## src/asoa_pkg.sv

```systemverilog
// Shared types and constants for the ADC scan oversample accumulator.
// Used by the front, queue, back and top-level modules; depends on nothing.
package asoa_pkg;

    // Default slot count of the scan
    localparam int NUM_SLOTS_DEF = 8;

    // Field widths fixed by the interface
    localparam int SAMPLE_W = 10;
    localparam int SUM_W    = 16;
    localparam int CHAN_W   = 4;
    localparam int MASK_W   = 16;
    localparam int ROUNDS_W = 8;
    localparam int KIND_W   = 2;

    // Configuration register indexes
    localparam int CFG_IDX_W = 1;
    localparam logic [CFG_IDX_W-1:0] CFG_CHANNEL_MASK      = 1'b0;
    localparam logic [CFG_IDX_W-1:0] CFG_OVERSAMPLE_ROUNDS = 1'b1;

    // Configuration reset values
    localparam logic [MASK_W-1:0]   MASK_RST   = 16'h00FF;
    localparam logic [ROUNDS_W-1:0] ROUNDS_RST = 8'd8;

    // Result kinds
    localparam logic [KIND_W-1:0] KIND_START = 2'd0;
    localparam logic [KIND_W-1:0] KIND_MUX   = 2'd1;
    localparam logic [KIND_W-1:0] KIND_SUM   = 2'd2;

    // Command queue between front and back
    localparam int QUEUE_DEPTH = 2;
    localparam int QUEUE_AW    = 1;

    // One classified tick handed from front to back
    typedef struct packed {
        logic                is_start;
        logic [SAMPLE_W-1:0] sample;
        logic [CHAN_W-1:0]   slot;
        logic                dump;
        logic [CHAN_W-1:0]   chan;
    } t_cmd;

endpackage

```

## src/adc_scan_oversample_accumulator.sv

```systemverilog
// Top level of the ADC scan oversample accumulator: configuration
// registers, front end, command queue and back end. Depends on asoa_pkg.
//
// Usage: each accepted input word on i_valid/o_ready is one tick. Ticks
// alternate between a start tick (one start-conversion word out) and a
// sample tick (i_sample is added to the current slot's sum, then one
// mux-select word out). After the configured number of full rounds a
// sample tick first emits one sum word per slot, in slot order, and
// clears the sums. o_last marks the final word of each tick.
// An accepted word is written into the queue and popped by the back end in
// its idle state. A start tick then passes the start state; a sample tick
// passes the accumulate state, a read and a sum-output state per slot when
// sums are emitted, and the mux state. The back-end sequencer reads the sum
// memory through one registered port and pops a new tick only when idle. A
// two-entry queue lets the front take new words while the back is busy.
// Configuration words on i_cfg_we are taken in one cycle and must only
// be written while the block is idle. Reset clears phase, slot, round
// count, queue and sums (per-slot valid bits) and loads the register
// defaults. When the receiver holds i_ready low the output word holds,
// the back end stops, and the queue fills until o_ready drops.
module adc_scan_oversample_accumulator #(
    parameter int NUM_SLOTS = asoa_pkg::NUM_SLOTS_DEF
) (
    input  logic                              i_clk,
    input  logic                              i_rst_n,
    input  logic                              i_valid,
    output logic                              o_ready,
    input  logic [asoa_pkg::SAMPLE_W-1:0]     i_sample,
    output logic                              o_valid,
    input  logic                              i_ready,
    output logic [asoa_pkg::KIND_W-1:0]       o_kind,
    output logic [asoa_pkg::CHAN_W-1:0]       o_mux_channel,
    output logic [asoa_pkg::CHAN_W-1:0]       o_sum_slot,
    output logic [asoa_pkg::SUM_W-1:0]        o_sum_value,
    output logic                              o_last,
    input  logic                              i_cfg_we,
    input  logic [asoa_pkg::CFG_IDX_W-1:0]    i_cfg_index,
    input  logic [asoa_pkg::MASK_W-1:0]       i_cfg_data
);

    logic [asoa_pkg::MASK_W-1:0]     r_channel_mask;
    logic [asoa_pkg::ROUNDS_W-1:0]   r_oversample_rounds;
    logic                            w_push;
    asoa_pkg::t_cmd                  w_push_cmd;
    logic                            w_q_full;
    logic                            w_q_empty;
    logic                            w_pop;
    asoa_pkg::t_cmd                  w_pop_cmd;

    // Configuration registers
    always_ff @(posedge i_clk) begin
        if (!i_rst_n) begin
            r_channel_mask      <= asoa_pkg::MASK_RST;
            r_oversample_rounds <= asoa_pkg::ROUNDS_RST;
        end else if (i_cfg_we) begin
            unique case (i_cfg_index)
                asoa_pkg::CFG_CHANNEL_MASK: begin
                    r_channel_mask <= i_cfg_data;
                end
                asoa_pkg::CFG_OVERSAMPLE_ROUNDS: begin
                    r_oversample_rounds <= i_cfg_data[asoa_pkg::ROUNDS_W-1:0];
                end
                default: begin
                    r_channel_mask <= r_channel_mask;
                end
            endcase
        end
    end

    asoa_front #(
        .NUM_SLOTS(NUM_SLOTS)
    ) u_front (
        .i_clk               (i_clk),
        .i_rst_n             (i_rst_n),
        .i_valid             (i_valid),
        .o_ready             (o_ready),
        .i_sample            (i_sample),
        .i_channel_mask      (r_channel_mask),
        .i_oversample_rounds (r_oversample_rounds),
        .i_q_full            (w_q_full),
        .o_push              (w_push),
        .o_cmd               (w_push_cmd)
    );

    asoa_queue u_queue (
        .i_clk   (i_clk),
        .i_rst_n (i_rst_n),
        .i_push  (w_push),
        .i_data  (w_push_cmd),
        .o_full  (w_q_full),
        .i_pop   (w_pop),
        .o_empty (w_q_empty),
        .o_data  (w_pop_cmd)
    );

    asoa_back #(
        .NUM_SLOTS(NUM_SLOTS)
    ) u_back (
        .i_clk         (i_clk),
        .i_rst_n       (i_rst_n),
        .i_q_empty     (w_q_empty),
        .i_q_data      (w_pop_cmd),
        .o_pop         (w_pop),
        .o_valid       (o_valid),
        .i_ready       (i_ready),
        .o_kind        (o_kind),
        .o_mux_channel (o_mux_channel),
        .o_sum_slot    (o_sum_slot),
        .o_sum_value   (o_sum_value),
        .o_last        (o_last)
    );

`ifndef SYNTHESIS
    // A start word is always the only word of its tick
    a_start_last: assert property (@(posedge i_clk) disable iff (!i_rst_n)
        (o_valid && (o_kind == asoa_pkg::KIND_START)) |-> o_last)
        else $error("start word without last");

    // A sum word is never the final word of its tick
    a_sum_not_last: assert property (@(posedge i_clk) disable iff (!i_rst_n)
        (o_valid && (o_kind == asoa_pkg::KIND_SUM)) |-> !o_last)
        else $error("sum word marked last");

    // Only sum words carry a sum value
    a_sum_value_zero: assert property (@(posedge i_clk) disable iff (!i_rst_n)
        (o_valid && (o_kind != asoa_pkg::KIND_SUM)) |-> (o_sum_value == '0))
        else $error("non-sum word carries a sum value");

    // The queue never takes a word while full
    a_no_push_full: assert property (@(posedge i_clk) disable iff (!i_rst_n)
        w_q_full |-> !w_push)
        else $error("push into full queue");
`endif

endmodule

```

## src/asoa_front.sv

```systemverilog
// Front end: accepts input words, tracks phase, slot and round count,
// and turns each tick into a command. Depends on asoa_pkg.
module asoa_front #(
    parameter int NUM_SLOTS = asoa_pkg::NUM_SLOTS_DEF
) (
    input  logic                              i_clk,
    input  logic                              i_rst_n,
    input  logic                              i_valid,
    output logic                              o_ready,
    input  logic [asoa_pkg::SAMPLE_W-1:0]     i_sample,
    input  logic [asoa_pkg::MASK_W-1:0]       i_channel_mask,
    input  logic [asoa_pkg::ROUNDS_W-1:0]     i_oversample_rounds,
    input  logic                              i_q_full,
    output logic                              o_push,
    output asoa_pkg::t_cmd                    o_cmd
);

    localparam int SLOT_W = (NUM_SLOTS > 1) ? $clog2(NUM_SLOTS) : 1;

    logic                            r_phase;
    logic                            n_phase;
    logic [SLOT_W-1:0]               r_slot;
    logic [SLOT_W-1:0]               n_slot;
    logic [asoa_pkg::ROUNDS_W-1:0]   r_round;
    logic [asoa_pkg::ROUNDS_W-1:0]   n_round;
    logic                            w_wrap;
    logic [SLOT_W-1:0]               w_slot_nx;
    logic [asoa_pkg::ROUNDS_W-1:0]   w_round_inc;
    logic                            w_dump;
    logic [asoa_pkg::CHAN_W-1:0]     w_slot4;
    logic [asoa_pkg::CHAN_W:0]       w_pre [asoa_pkg::MASK_W];
    logic [asoa_pkg::CHAN_W-1:0]     w_chan;

    assign o_ready = !i_q_full;
    assign o_push  = i_valid && o_ready;

    // Slot advance and round bookkeeping
    assign w_wrap      = (r_slot == SLOT_W'(NUM_SLOTS - 1));
    assign w_slot_nx   = w_wrap ? '0 : r_slot + 1'b1;
    assign w_round_inc = r_round + 1'b1;
    assign w_dump      = w_wrap && (w_round_inc >= i_oversample_rounds);
    assign w_slot4     = asoa_pkg::CHAN_W'(w_slot_nx);

    // Pick the set bit of the mask whose rank is the next slot; channel 0 when too few bits
    always_comb begin
        w_chan = '0;
        for (int c = 0; c < asoa_pkg::MASK_W; c++) begin
            w_pre[c] = asoa_pkg::CHAN_W'(0) + (asoa_pkg::CHAN_W + 1)'($countones(
                       i_channel_mask & ((asoa_pkg::MASK_W'(1) << c) - 1'b1)));
            if (i_channel_mask[c] && (w_pre[c] == {1'b0, w_slot4})) begin
                w_chan = w_chan | asoa_pkg::CHAN_W'(c);
            end
        end
    end

    // Build the command for this tick
    always_comb begin
        o_cmd          = '0;
        o_cmd.is_start = !r_phase;
        o_cmd.sample   = i_sample;
        o_cmd.slot     = asoa_pkg::CHAN_W'(r_slot);
        o_cmd.dump     = w_dump;
        o_cmd.chan     = w_chan;
    end

    // Next state of the scan
    always_comb begin
        n_phase = r_phase;
        n_slot  = r_slot;
        n_round = r_round;
        if (o_push) begin
            n_phase = !r_phase;
            if (r_phase) begin
                n_slot = w_slot_nx;
                if (w_wrap) begin
                    n_round = w_dump ? '0 : w_round_inc;
                end
            end
        end
    end

    always_ff @(posedge i_clk) begin
        if (!i_rst_n) begin
            r_phase <= 1'b0;
            r_slot  <= '0;
            r_round <= '0;
        end else begin
            r_phase <= n_phase;
            r_slot  <= n_slot;
            r_round <= n_round;
        end
    end

endmodule

```

## src/asoa_queue.sv

```systemverilog
// Short command queue that decouples the front end from the back end.
// Depends on asoa_pkg for the command type and depth.
module asoa_queue (
    input  logic            i_clk,
    input  logic            i_rst_n,
    input  logic            i_push,
    input  asoa_pkg::t_cmd  i_data,
    output logic            o_full,
    input  logic            i_pop,
    output logic            o_empty,
    output asoa_pkg::t_cmd  o_data
);

    asoa_pkg::t_cmd                  r_mem [asoa_pkg::QUEUE_DEPTH];
    logic [asoa_pkg::QUEUE_AW-1:0]   r_wp;
    logic [asoa_pkg::QUEUE_AW-1:0]   r_rp;
    logic [asoa_pkg::QUEUE_AW:0]     r_cnt;
    logic                            w_wr;
    logic                            w_rd;

    assign o_full  = (r_cnt == (asoa_pkg::QUEUE_AW + 1)'(asoa_pkg::QUEUE_DEPTH));
    assign o_empty = (r_cnt == '0);
    assign o_data  = r_mem[r_rp];
    assign w_wr    = i_push && !o_full;
    assign w_rd    = i_pop && !o_empty;

    // Store entries
    always_ff @(posedge i_clk) begin
        if (w_wr) begin
            r_mem[r_wp] <= i_data;
        end
    end

    // Advance pointers and count
    always_ff @(posedge i_clk) begin
        if (!i_rst_n) begin
            r_wp  <= '0;
            r_rp  <= '0;
            r_cnt <= '0;
        end else begin
            if (w_wr) begin
                r_wp <= r_wp + 1'b1;
            end
            if (w_rd) begin
                r_rp <= r_rp + 1'b1;
            end
            case ({w_wr, w_rd})
                2'b10:   r_cnt <= r_cnt + 1'b1;
                2'b01:   r_cnt <= r_cnt - 1'b1;
                default: r_cnt <= r_cnt;
            endcase
        end
    end

endmodule

```

## src/asoa_back.sv

```systemverilog
// Back end: carries out commands, holds the per-slot sums in a small
// memory and drives the output register. Depends on asoa_pkg.
module asoa_back #(
    parameter int NUM_SLOTS = asoa_pkg::NUM_SLOTS_DEF
) (
    input  logic                            i_clk,
    input  logic                            i_rst_n,
    input  logic                            i_q_empty,
    input  asoa_pkg::t_cmd                  i_q_data,
    output logic                            o_pop,
    output logic                            o_valid,
    input  logic                            i_ready,
    output logic [asoa_pkg::KIND_W-1:0]     o_kind,
    output logic [asoa_pkg::CHAN_W-1:0]     o_mux_channel,
    output logic [asoa_pkg::CHAN_W-1:0]     o_sum_slot,
    output logic [asoa_pkg::SUM_W-1:0]      o_sum_value,
    output logic                            o_last
);

    localparam int AW = (NUM_SLOTS > 1) ? $clog2(NUM_SLOTS) : 1;

    localparam logic [2:0] S_IDLE  = 3'd0;
    localparam logic [2:0] S_ACC   = 3'd1;
    localparam logic [2:0] S_DRD   = 3'd2;
    localparam logic [2:0] S_DOUT  = 3'd3;
    localparam logic [2:0] S_MUX   = 3'd4;
    localparam logic [2:0] S_START = 3'd5;

    logic [2:0]                      r_state;
    logic [2:0]                      n_state;
    asoa_pkg::t_cmd                  r_cmd;
    logic [AW-1:0]                   r_idx;
    logic [AW-1:0]                   n_idx;
    logic [asoa_pkg::SUM_W-1:0]      r_mem [NUM_SLOTS];
    logic [NUM_SLOTS-1:0]            r_vld;
    logic [asoa_pkg::SUM_W-1:0]      r_rdata;
    logic                            r_rdv;
    logic [AW-1:0]                   w_raddr;
    logic [asoa_pkg::SUM_W-1:0]      w_rval;
    logic [AW-1:0]                   w_cmd_addr;
    logic                            w_we;
    logic                            w_clr;
    logic                            w_out_free;
    logic                            w_load;
    logic [asoa_pkg::KIND_W-1:0]     w_kind;
    logic [asoa_pkg::CHAN_W-1:0]     w_mux;
    logic [asoa_pkg::CHAN_W-1:0]     w_slot;
    logic [asoa_pkg::SUM_W-1:0]      w_value;
    logic                            w_last;

    assign w_out_free = !o_valid || i_ready;
    assign w_cmd_addr = r_cmd.slot[AW-1:0];
    assign w_raddr    = (r_state == S_IDLE) ? i_q_data.slot[AW-1:0] : r_idx;
    assign w_rval     = r_rdv ? r_rdata : '0;
    assign o_pop      = (r_state == S_IDLE) && !i_q_empty;

    // Sequence commands and pick the next result
    always_comb begin
        n_state = r_state;
        n_idx   = r_idx;
        w_we    = 1'b0;
        w_clr   = 1'b0;
        w_load  = 1'b0;
        w_kind  = asoa_pkg::KIND_START;
        w_mux   = '0;
        w_slot  = '0;
        w_value = '0;
        w_last  = 1'b0;
        unique case (r_state)
            S_IDLE: begin
                if (!i_q_empty) begin
                    n_state = i_q_data.is_start ? S_START : S_ACC;
                end
            end
            S_ACC: begin
                w_we    = 1'b1;
                n_idx   = '0;
                n_state = r_cmd.dump ? S_DRD : S_MUX;
            end
            S_DRD: begin
                n_state = S_DOUT;
            end
            S_DOUT: begin
                w_kind  = asoa_pkg::KIND_SUM;
                w_slot  = asoa_pkg::CHAN_W'(r_idx);
                w_value = w_rval;
                if (w_out_free) begin
                    w_load = 1'b1;
                    w_clr  = 1'b1;
                    if (r_idx == AW'(NUM_SLOTS - 1)) begin
                        n_state = S_MUX;
                    end else begin
                        n_idx   = r_idx + 1'b1;
                        n_state = S_DRD;
                    end
                end
            end
            S_MUX: begin
                w_kind = asoa_pkg::KIND_MUX;
                w_mux  = r_cmd.chan;
                w_last = 1'b1;
                if (w_out_free) begin
                    w_load  = 1'b1;
                    n_state = S_IDLE;
                end
            end
            S_START: begin
                w_kind = asoa_pkg::KIND_START;
                w_last = 1'b1;
                if (w_out_free) begin
                    w_load  = 1'b1;
                    n_state = S_IDLE;
                end
            end
            default: begin
                n_state = S_IDLE;
            end
        endcase
    end

    // Sum memory: one read and one write port, registered read
    always_ff @(posedge i_clk) begin
        if (w_we) begin
            r_mem[w_cmd_addr] <= w_rval + asoa_pkg::SUM_W'(r_cmd.sample);
        end
        r_rdata <= r_mem[w_raddr];
        r_rdv   <= r_vld[w_raddr];
    end

    // Control registers, valid bits and output register
    always_ff @(posedge i_clk) begin
        if (!i_rst_n) begin
            r_state <= S_IDLE;
            r_idx   <= '0;
            r_vld   <= '0;
            o_valid <= 1'b0;
        end else begin
            r_state <= n_state;
            r_idx   <= n_idx;
            if (w_we) begin
                r_vld[w_cmd_addr] <= 1'b1;
            end
            if (w_clr) begin
                r_vld[r_idx] <= 1'b0;
            end
            if (w_load) begin
                o_valid <= 1'b1;
            end else if (i_ready) begin
                o_valid <= 1'b0;
            end
        end
    end

    // Hold the command and the result payload
    always_ff @(posedge i_clk) begin
        if (o_pop) begin
            r_cmd <= i_q_data;
        end
        if (w_load) begin
            o_kind        <= w_kind;
            o_mux_channel <= w_mux;
            o_sum_slot    <= w_slot;
            o_sum_value   <= w_value;
            o_last        <= w_last;
        end
    end

endmodule
```

## config.mk

```make
export PLATFORM = sky130hd
export DESIGN_NAME = adc_scan_oversample_accumulator
export DESIGN_NICKNAME = d
export VERILOG_FILES = /design/src/asoa_pkg.sv /design/src/adc_scan_oversample_accumulator.sv /design/src/asoa_front.sv /design/src/asoa_queue.sv /design/src/asoa_back.sv
export SDC_FILE = /design/constraint.sdc
export NUM_CORES = 1
export LEC_CHECK = 0
export BUFFER_PORTS_ARGS = -buffer_cell sky130_fd_sc_hd__buf_2
export CAP_MARGIN = 40
export CELL_PAD_IN_SITES_DETAIL_PLACEMENT = 1
export CELL_PAD_IN_SITES_GLOBAL_PLACEMENT = 1
export CORE_MARGIN = 2
export CORE_UTILIZATION = 30
export CTS_BUF_LIST = sky130_fd_sc_hd__clkbuf_2
export DETAILED_ROUTE_END_ITERATION = 6
export PLACE_DENSITY_LB_ADDON = 0.1
export SYNTH_ARGS = -nofsm -noshare
export SYNTH_HDL_FRONTEND = slang
export SYNTH_SLANG_ARGS = --single-unit
```

## constraint.sdc

```tcl
create_clock -name i_clk -period 11.9 [get_ports i_clk]
set_input_delay 0.595 -clock i_clk [delete_from_list [all_inputs] [get_ports i_clk]]
set_output_delay 0.595 -clock i_clk [all_outputs]
set_load 0.03 [all_outputs]
```

* After elaboration in Yosys (flattened, before gate mapping) *
Memory sizes are Yosys's and may differ from the RTL's. A register that Yosys moved wholly into a read port is not among the register bits.
Index checks and enable logic that the tools add are counted.

word-level totals
  flip-flop bits (word level) = 101
  bits in latches = 0
  RAM bits = 166
  ROM bits = 0
  input port bits = 32
  output and inout bits = 29
  word-level logic and storage cells = 193
  memories = 2

cells by class
  add/subtract/negate cells = 36
  multipliers = 0
  div/mod/pow operators = 0
  order comparisons = 6
  equal/unequal tests = 29
  shifts and indexed selects = 0
  mux-type cells = 53
  bitwise operators = 4
  reduce and logical (&&, ||, !) cells = 40

memories
  name           depth  bits a word  rd ports  clocked after memory_dff  write ports  RTL line          RTL
  u_back.r_mem   8      16           1         1                         1            asoa_back.sv:34   logic [asoa_pkg::SUM_W-1:0] r_mem [NUM_SLOTS];
  u_queue.r_mem  2      19           1         1                         1            asoa_queue.sv:14  asoa_pkg::t_cmd r_mem [asoa_pkg::QUEUE_DEPTH];

operators by type and width
  operator             number
  $eq 5x3->1           14
  $mux 3               14
  $add 5x5->5          7
  $mux 4               8
  $mux 8               4
  $logic_and 1x1->1    22
  $add 5x1->5          4
  $mux 1               17
  $add 16x10->16       1
  $mux 16              1
  $pmux 3 s5           1
  $add 1x1->2          7
  $eq 3x3->1 const B   4
  $lt 3x4->1 const B   3
  $add 2x2->3          3
  $reduce_and 3->1     3
  $add 3x3->4          2
  $add 8x1->8 const B  1
  $and 8x8->8          1
  $ge 8x8->1           1
  $not 8->8            1
  $or 8x8->8           1
  $pmux 2 s2           2
  $add 2x1->3          2
  28 further kinds     44

* Logic depth before layout (Yosys ltp) *
  depth after elaboration = 19
  depth in mapped cells = 18
  mapped depth without buffers = 18

* Hierarchy *
Synthesis repeated with hierarchy kept, for this count alone.

second synthesis, totals
  cells, all modules = 1047
  area, all modules = 13780.7 µm²

by module, submodules not included
  module                           times used  cells each  area each (µm²)  seq. area each (µm²)
  asoa_back                        1           528         8340.5           5805.6
  asoa_front                       1           323         2791.4           240.2
  asoa_queue                       1           88          1672.9           1301.2
  adc_scan_oversample_accumulator  1           108         975.9            480.5

* Worst setup path before layout *
No wires, ideal clock.

  path type = flip-flop to flip-flop
  from = reg r_channel_mask[0] (netlist name)
  to = mem u_queue.r_mem[0][1] (netlist name) (data pin)
  setup time = 0.284 ns
  arrival = 4.772 ns
  data required time = 11.616 ns
  setup slack = 6.844 ns
  cell stages (with the launch flop) = 18
  buffers on the path = 0
  clock period less this slack = 5.056 ns
  cells stage by stage = dfxtp_1 -> ha_1 -> fa_1 -> inv_1 -> fa_1 -> inv_1 -> ha_1 -> ha_1 -> inv_1 -> fa_1 -> inv_1 -> fa_1 -> xor2_1 -> nor4b_1 -> o2111ai_1 -> o21ai_0 -> a311oi_1 -> nand4_1

RTL lines
  item                    RTL line                               RTL
  start, declared         adc_scan_oversample_accumulator.sv:41  logic [asoa_pkg::MASK_W-1:0] r_channel_mask;
  start signal, assigned  adc_scan_oversample_accumulator.sv:53  r_channel_mask <= asoa_pkg::MASK_RST;
  start signal, assigned  adc_scan_oversample_accumulator.sv:58  r_channel_mask <= i_cfg_data;
  start signal, assigned  adc_scan_oversample_accumulator.sv:64  r_channel_mask <= r_channel_mask;
  end, declared           asoa_queue.sv:14

==> key figures <==
STA
  • Minimum clock period: 5.70 ns
  • Post-route clock period utilization: 47.9%
  • Max Fclk: 175 MHz
  • RSZ-0062 raised after global routing: false
  • Final setup violation count: 0
  • Setup TNS: 0 ns
  • Worst Tran Pin Value: approximately 0.8 ns
  • Worst Skew: 0.0695 ns
  • Final Hold Vio Count: 0
  • Max-slew violations: 0
  • Slew margin rel.: between 40 and 50%

Placement
  • PortBufs: 59
  • Gpl congestion: 0.746
  • Post-DP HPWL: 21.2 mm
  • Placed Instances: 1627

Floorplan
  • Initial Util: 30.3%
  • Total core area: 0.0441 mm^2
  • Die H: between 200 and 250 um
  • FP Rows: 77
  • Die X: between 200 and 250 um
  • IO Count: 61
  • Die area: around 0.046 mm^2

Global route
  • Initial antenna violation count: 2
  • Vias in the first global route: around 9100
  • Global Route Usage Sum: 14.5%
  • First-pass GRT wire length: ~51 mm
  • GRT overflow: 0
  • Largest net degree at the start of global routing: 51

Setup path
  • Critical Path Source: r_channel_mask[0]$_SDFFE_PN1P_
  • Crit-path cells: ha_1, fa_1, inv_1, fa_1, inv_1, ha_1, ha_1, inv_1, fa_1, inv_1, fa_1, xor2_1, nor4b_1, o2111ai_1, o21ai_0, a311oi_1, nand4_1
  • WP data arrival: approximately 6.4 ns
  • Crit end category: flip-flop
  • CP max stage cell: ha_1
  • Startpoint type of the worst setup path: flip-flop
  • Worst setup endpoint: u_queue.r_mem[1][1]$_DFFE_PP_
  • Worst Path Max Fanout: 11
  • CP delay by family, top: adder cells
  • Worst Reg-to-Reg Cells: 17
  • R2R Setup Slk: 6.20 ns
  • WS Path Type: reg -> reg
  • CP peak stage delay: between 0.6 and 0.7 ns
  • Crit path buf inv count: 4
  • Required time worst endpoint: around 13 ns
  • RR Endpoint: u_queue.r_mem[1][1]$_DFFE_PP_
  • R2R Path Start: r_channel_mask[0]$_SDFFE_PN1P_
  • Number of stages on the worst setup path: 17

Clock network
  • # Post-CTS Setup Buffers: 0
  • H-tree lvl count: 3
  • TritonCTS clock tree: done
  • Clock Path Buffers: 3
  • CTS buffer count: a little under 80
  • Root buffer cell: clkbuf_2
  • Clock Pin Slew Worst Setup and Hold Paths: approximately 0.11 ns
  • Clock sinks: approximately 280
  • Worst-Skew Late Latency: 1.01 ns

Detailed routing
  • Vias: 8250
  • DR vias/cell: about 4.6
  • DRC: 0
  • Detailed-router iteration count before antenna repair: 5
  • Final ANT Viol Nets: 0
  • Routed len/inst: 18.0 um
  • Top routing layer used: met4
  • Met2 wire len: 16.2 mm
  • M1 WL: 13.9 mm
  • Wire length on met3: 1.14 mm
  • DR iter-0 viols: 302
  • Detailed Route WL: 32.3 mm

Final layout
  • Non-Filler Instances: 1800
  • Share of layout cells above drive strength 1: 24.8%
  • Fillers: 4876
  • Layout area overhead: 16.8%
  • Final nets: 1259

Status
  • Status: complete, no violations

Pwr
  • P_leak: 6.08 nW
  • VDD IR max: between 100 and 150 uV
  • Pwr dens: 218 mW/mm^2

Logic synthesis
  • Syn_nets: 1101
  • Yosys top cell by area: edfxtp_1
  • Synth top cells by count: edfxtp_1, dfxtp_1, nand2_1
  • Synth top area cells: edfxtp_1, dfxtp_1, ha_1
  • Seq/Total Area, Yosys: 58.0%
  • Syn Inst Count: 987
  • Syn Area/Cell: 13.6 um^2
  • Number of flops mapped to enable cells by yosys: 210
  • Synthesized area: 0.0134 mm^2
  • Top FF cell, synth: edfxtp_1
  • Unique masters post-synth: 66
  • Yosys warns: 0
  • #FFs+latches synth: 283
  • Most frequent cell after synthesis: edfxtp_1
  • Async S/R FF share, synth: 0%
  • Post-synth top area share: roughly 47%

Worst hold path
  • Hold WC Path Type: in -> reg

Job
  • Max_cap viols: 0
[registers in the layout, indices dropped and copies added, names as in the netlist, 2 cells and up, named ones only]
signal and count:
u_back.r_mem 128, u_queue.r_mem 38, u_back.r_cmd 18, r_channel_mask 16, u_back.o_sum_value 16, u_back.r_rdata 16
r_oversample_rounds 8, u_back.r_vld 8, u_front.r_round 8, u_back.o_mux_channel 4, u_back.o_sum_slot 3, u_back.r_idx 3
u_back.r_state 3, u_front.r_slot 3, u_back.o_kind 2, u_queue.r_cnt 2
[report_power, final]
group | switching (mW) | internal (mW)
Clock | 0.427 | 0.353
Sequential | 0.0798 | 1.31
Combinational | 0.698 | 0.537
Total | 1.21 | 2.20
[kinds of logic after synthesis]
group	Yosys count	share of synthesized area, %
AOI/OAI and AO/OA	114	5.70
xor gates and xnor gates	72	4.82
adders and majority gates	83	8.81
buffers and inverters	90	2.86
DFF	283	58.0
muxes	79	9.62
other	1	0.0280
and+or+nand+nor	265	10.1
[stage by stage]
stage	util, %	hold slack, ns	instance area (um^2)	setup WS [ns]	total power [mW]
3_3_place_gp	32.8	0.439	14500	6.26	2.66
6_report	35.4	0.173	15600	6.20	3.41
5_1_grt	35.4	0.0878	15600	5.70	3.67
4_1_cts	35.4	0.0451	15600	6.08	3.49
2_1_floorplan	-	0.430	13400	6.84	2.31
3_5_place_dp	32.9	0.448	14500	6.13	2.68
[routing by layer]
metal  track usage [%]  up-vias
met5                 0        -
met4              6.28        0
met3              3.47       71
met2              25.0      143
met1              17.3     4062
li1                  -     3974
[layout make-up]
cell class                      count  area [um^2]  area share [%]
Sequential cell                   283         7770            49.7
Multi-Input combinational cell    614         5300            33.9
Timing Repair Buffer              113          803            5.14
Tap cell                          592          741            4.74
Clock buffer                      116          581            3.71
Clock inverter                     23          221            1.42
Inverter                           55          206            1.32
Antenna cell                        4         10.0          0.0640
[layout by cell type, fill, tap and decap left out, types with 4 or more instances in the layout]
cell type      netlist  final
mux4_2              28     28
nor2_2               0      7
nor3_1               9      7
and2_1              24     24
nor4b_1              4      4
and3_1              23     23
ha_1                63     63
nand2b_1            15     15
buf_2                9     59
bufinv_16            0      4
fa_1                19     19
nor2b_1             19     18
a21oi_1             33     32
diode_2              0      4
nand3_1             36     36
nor2_1              41     34
nand4_1              4      4
o2111ai_1            4      4
a22oi_1              4      4
edfxtp_1           210    210
a21o_1               9      9
dlygate4sd3_1        0     30
nand2_1             73     73
a31oi_1              4      4
mux2_2              36     36
buf_4                1     22
clkbuf_2             0    116
xnor2_1             42     42
xor2_1              28     28
mux2i_1              8      6
a21boi_0            17     17
clkinv_2             0      4
dfxtp_1             73     73
clkinv_1             1     11
mux4_1               6      6
o21ai_0             15     15
inv_1               53     53
[tightest hold or removal path, stage by stage]
cell	delay, ns
buf_2	0.08
nand2_1	0.18
xnor2_1	0.19
and2_1	0.11
[how the worst min path moves through the flow]
stage	from	to	slack (ns)	cells after the start
3_5_place_dp	u_front.r_round[7]$_SDFFE_PN0P_	u_front.r_round[7]$_SDFFE_PN0P_	0.45	2
3_3_place_gp	u_front.r_round[7]$_SDFFE_PN0P_	u_front.r_round[7]$_SDFFE_PN0P_	0.44	2
5_1_grt	i_valid	u_queue.r_wp$_SDFFE_PN0P_	0.09	4
6_report	i_valid	u_queue.r_wp$_SDFFE_PN0P_	0.17	4
2_1_floorplan	u_front.r_round[7]$_SDFFE_PN0P_	u_front.r_round[7]$_SDFFE_PN0P_	0.43	2
4_1_cts	i_valid	u_queue.r_wp$_SDFFE_PN0P_	0.05	4
[timing repair]
| action | CTS | global route |
|---|---|---|
| hold endpoints to repair | 45 | 0 |
| hold buffers | 30 | 0 |
| gates resized for setup | 0 | 0 |
Note: power is estimated with default switching activity, not from simulation.
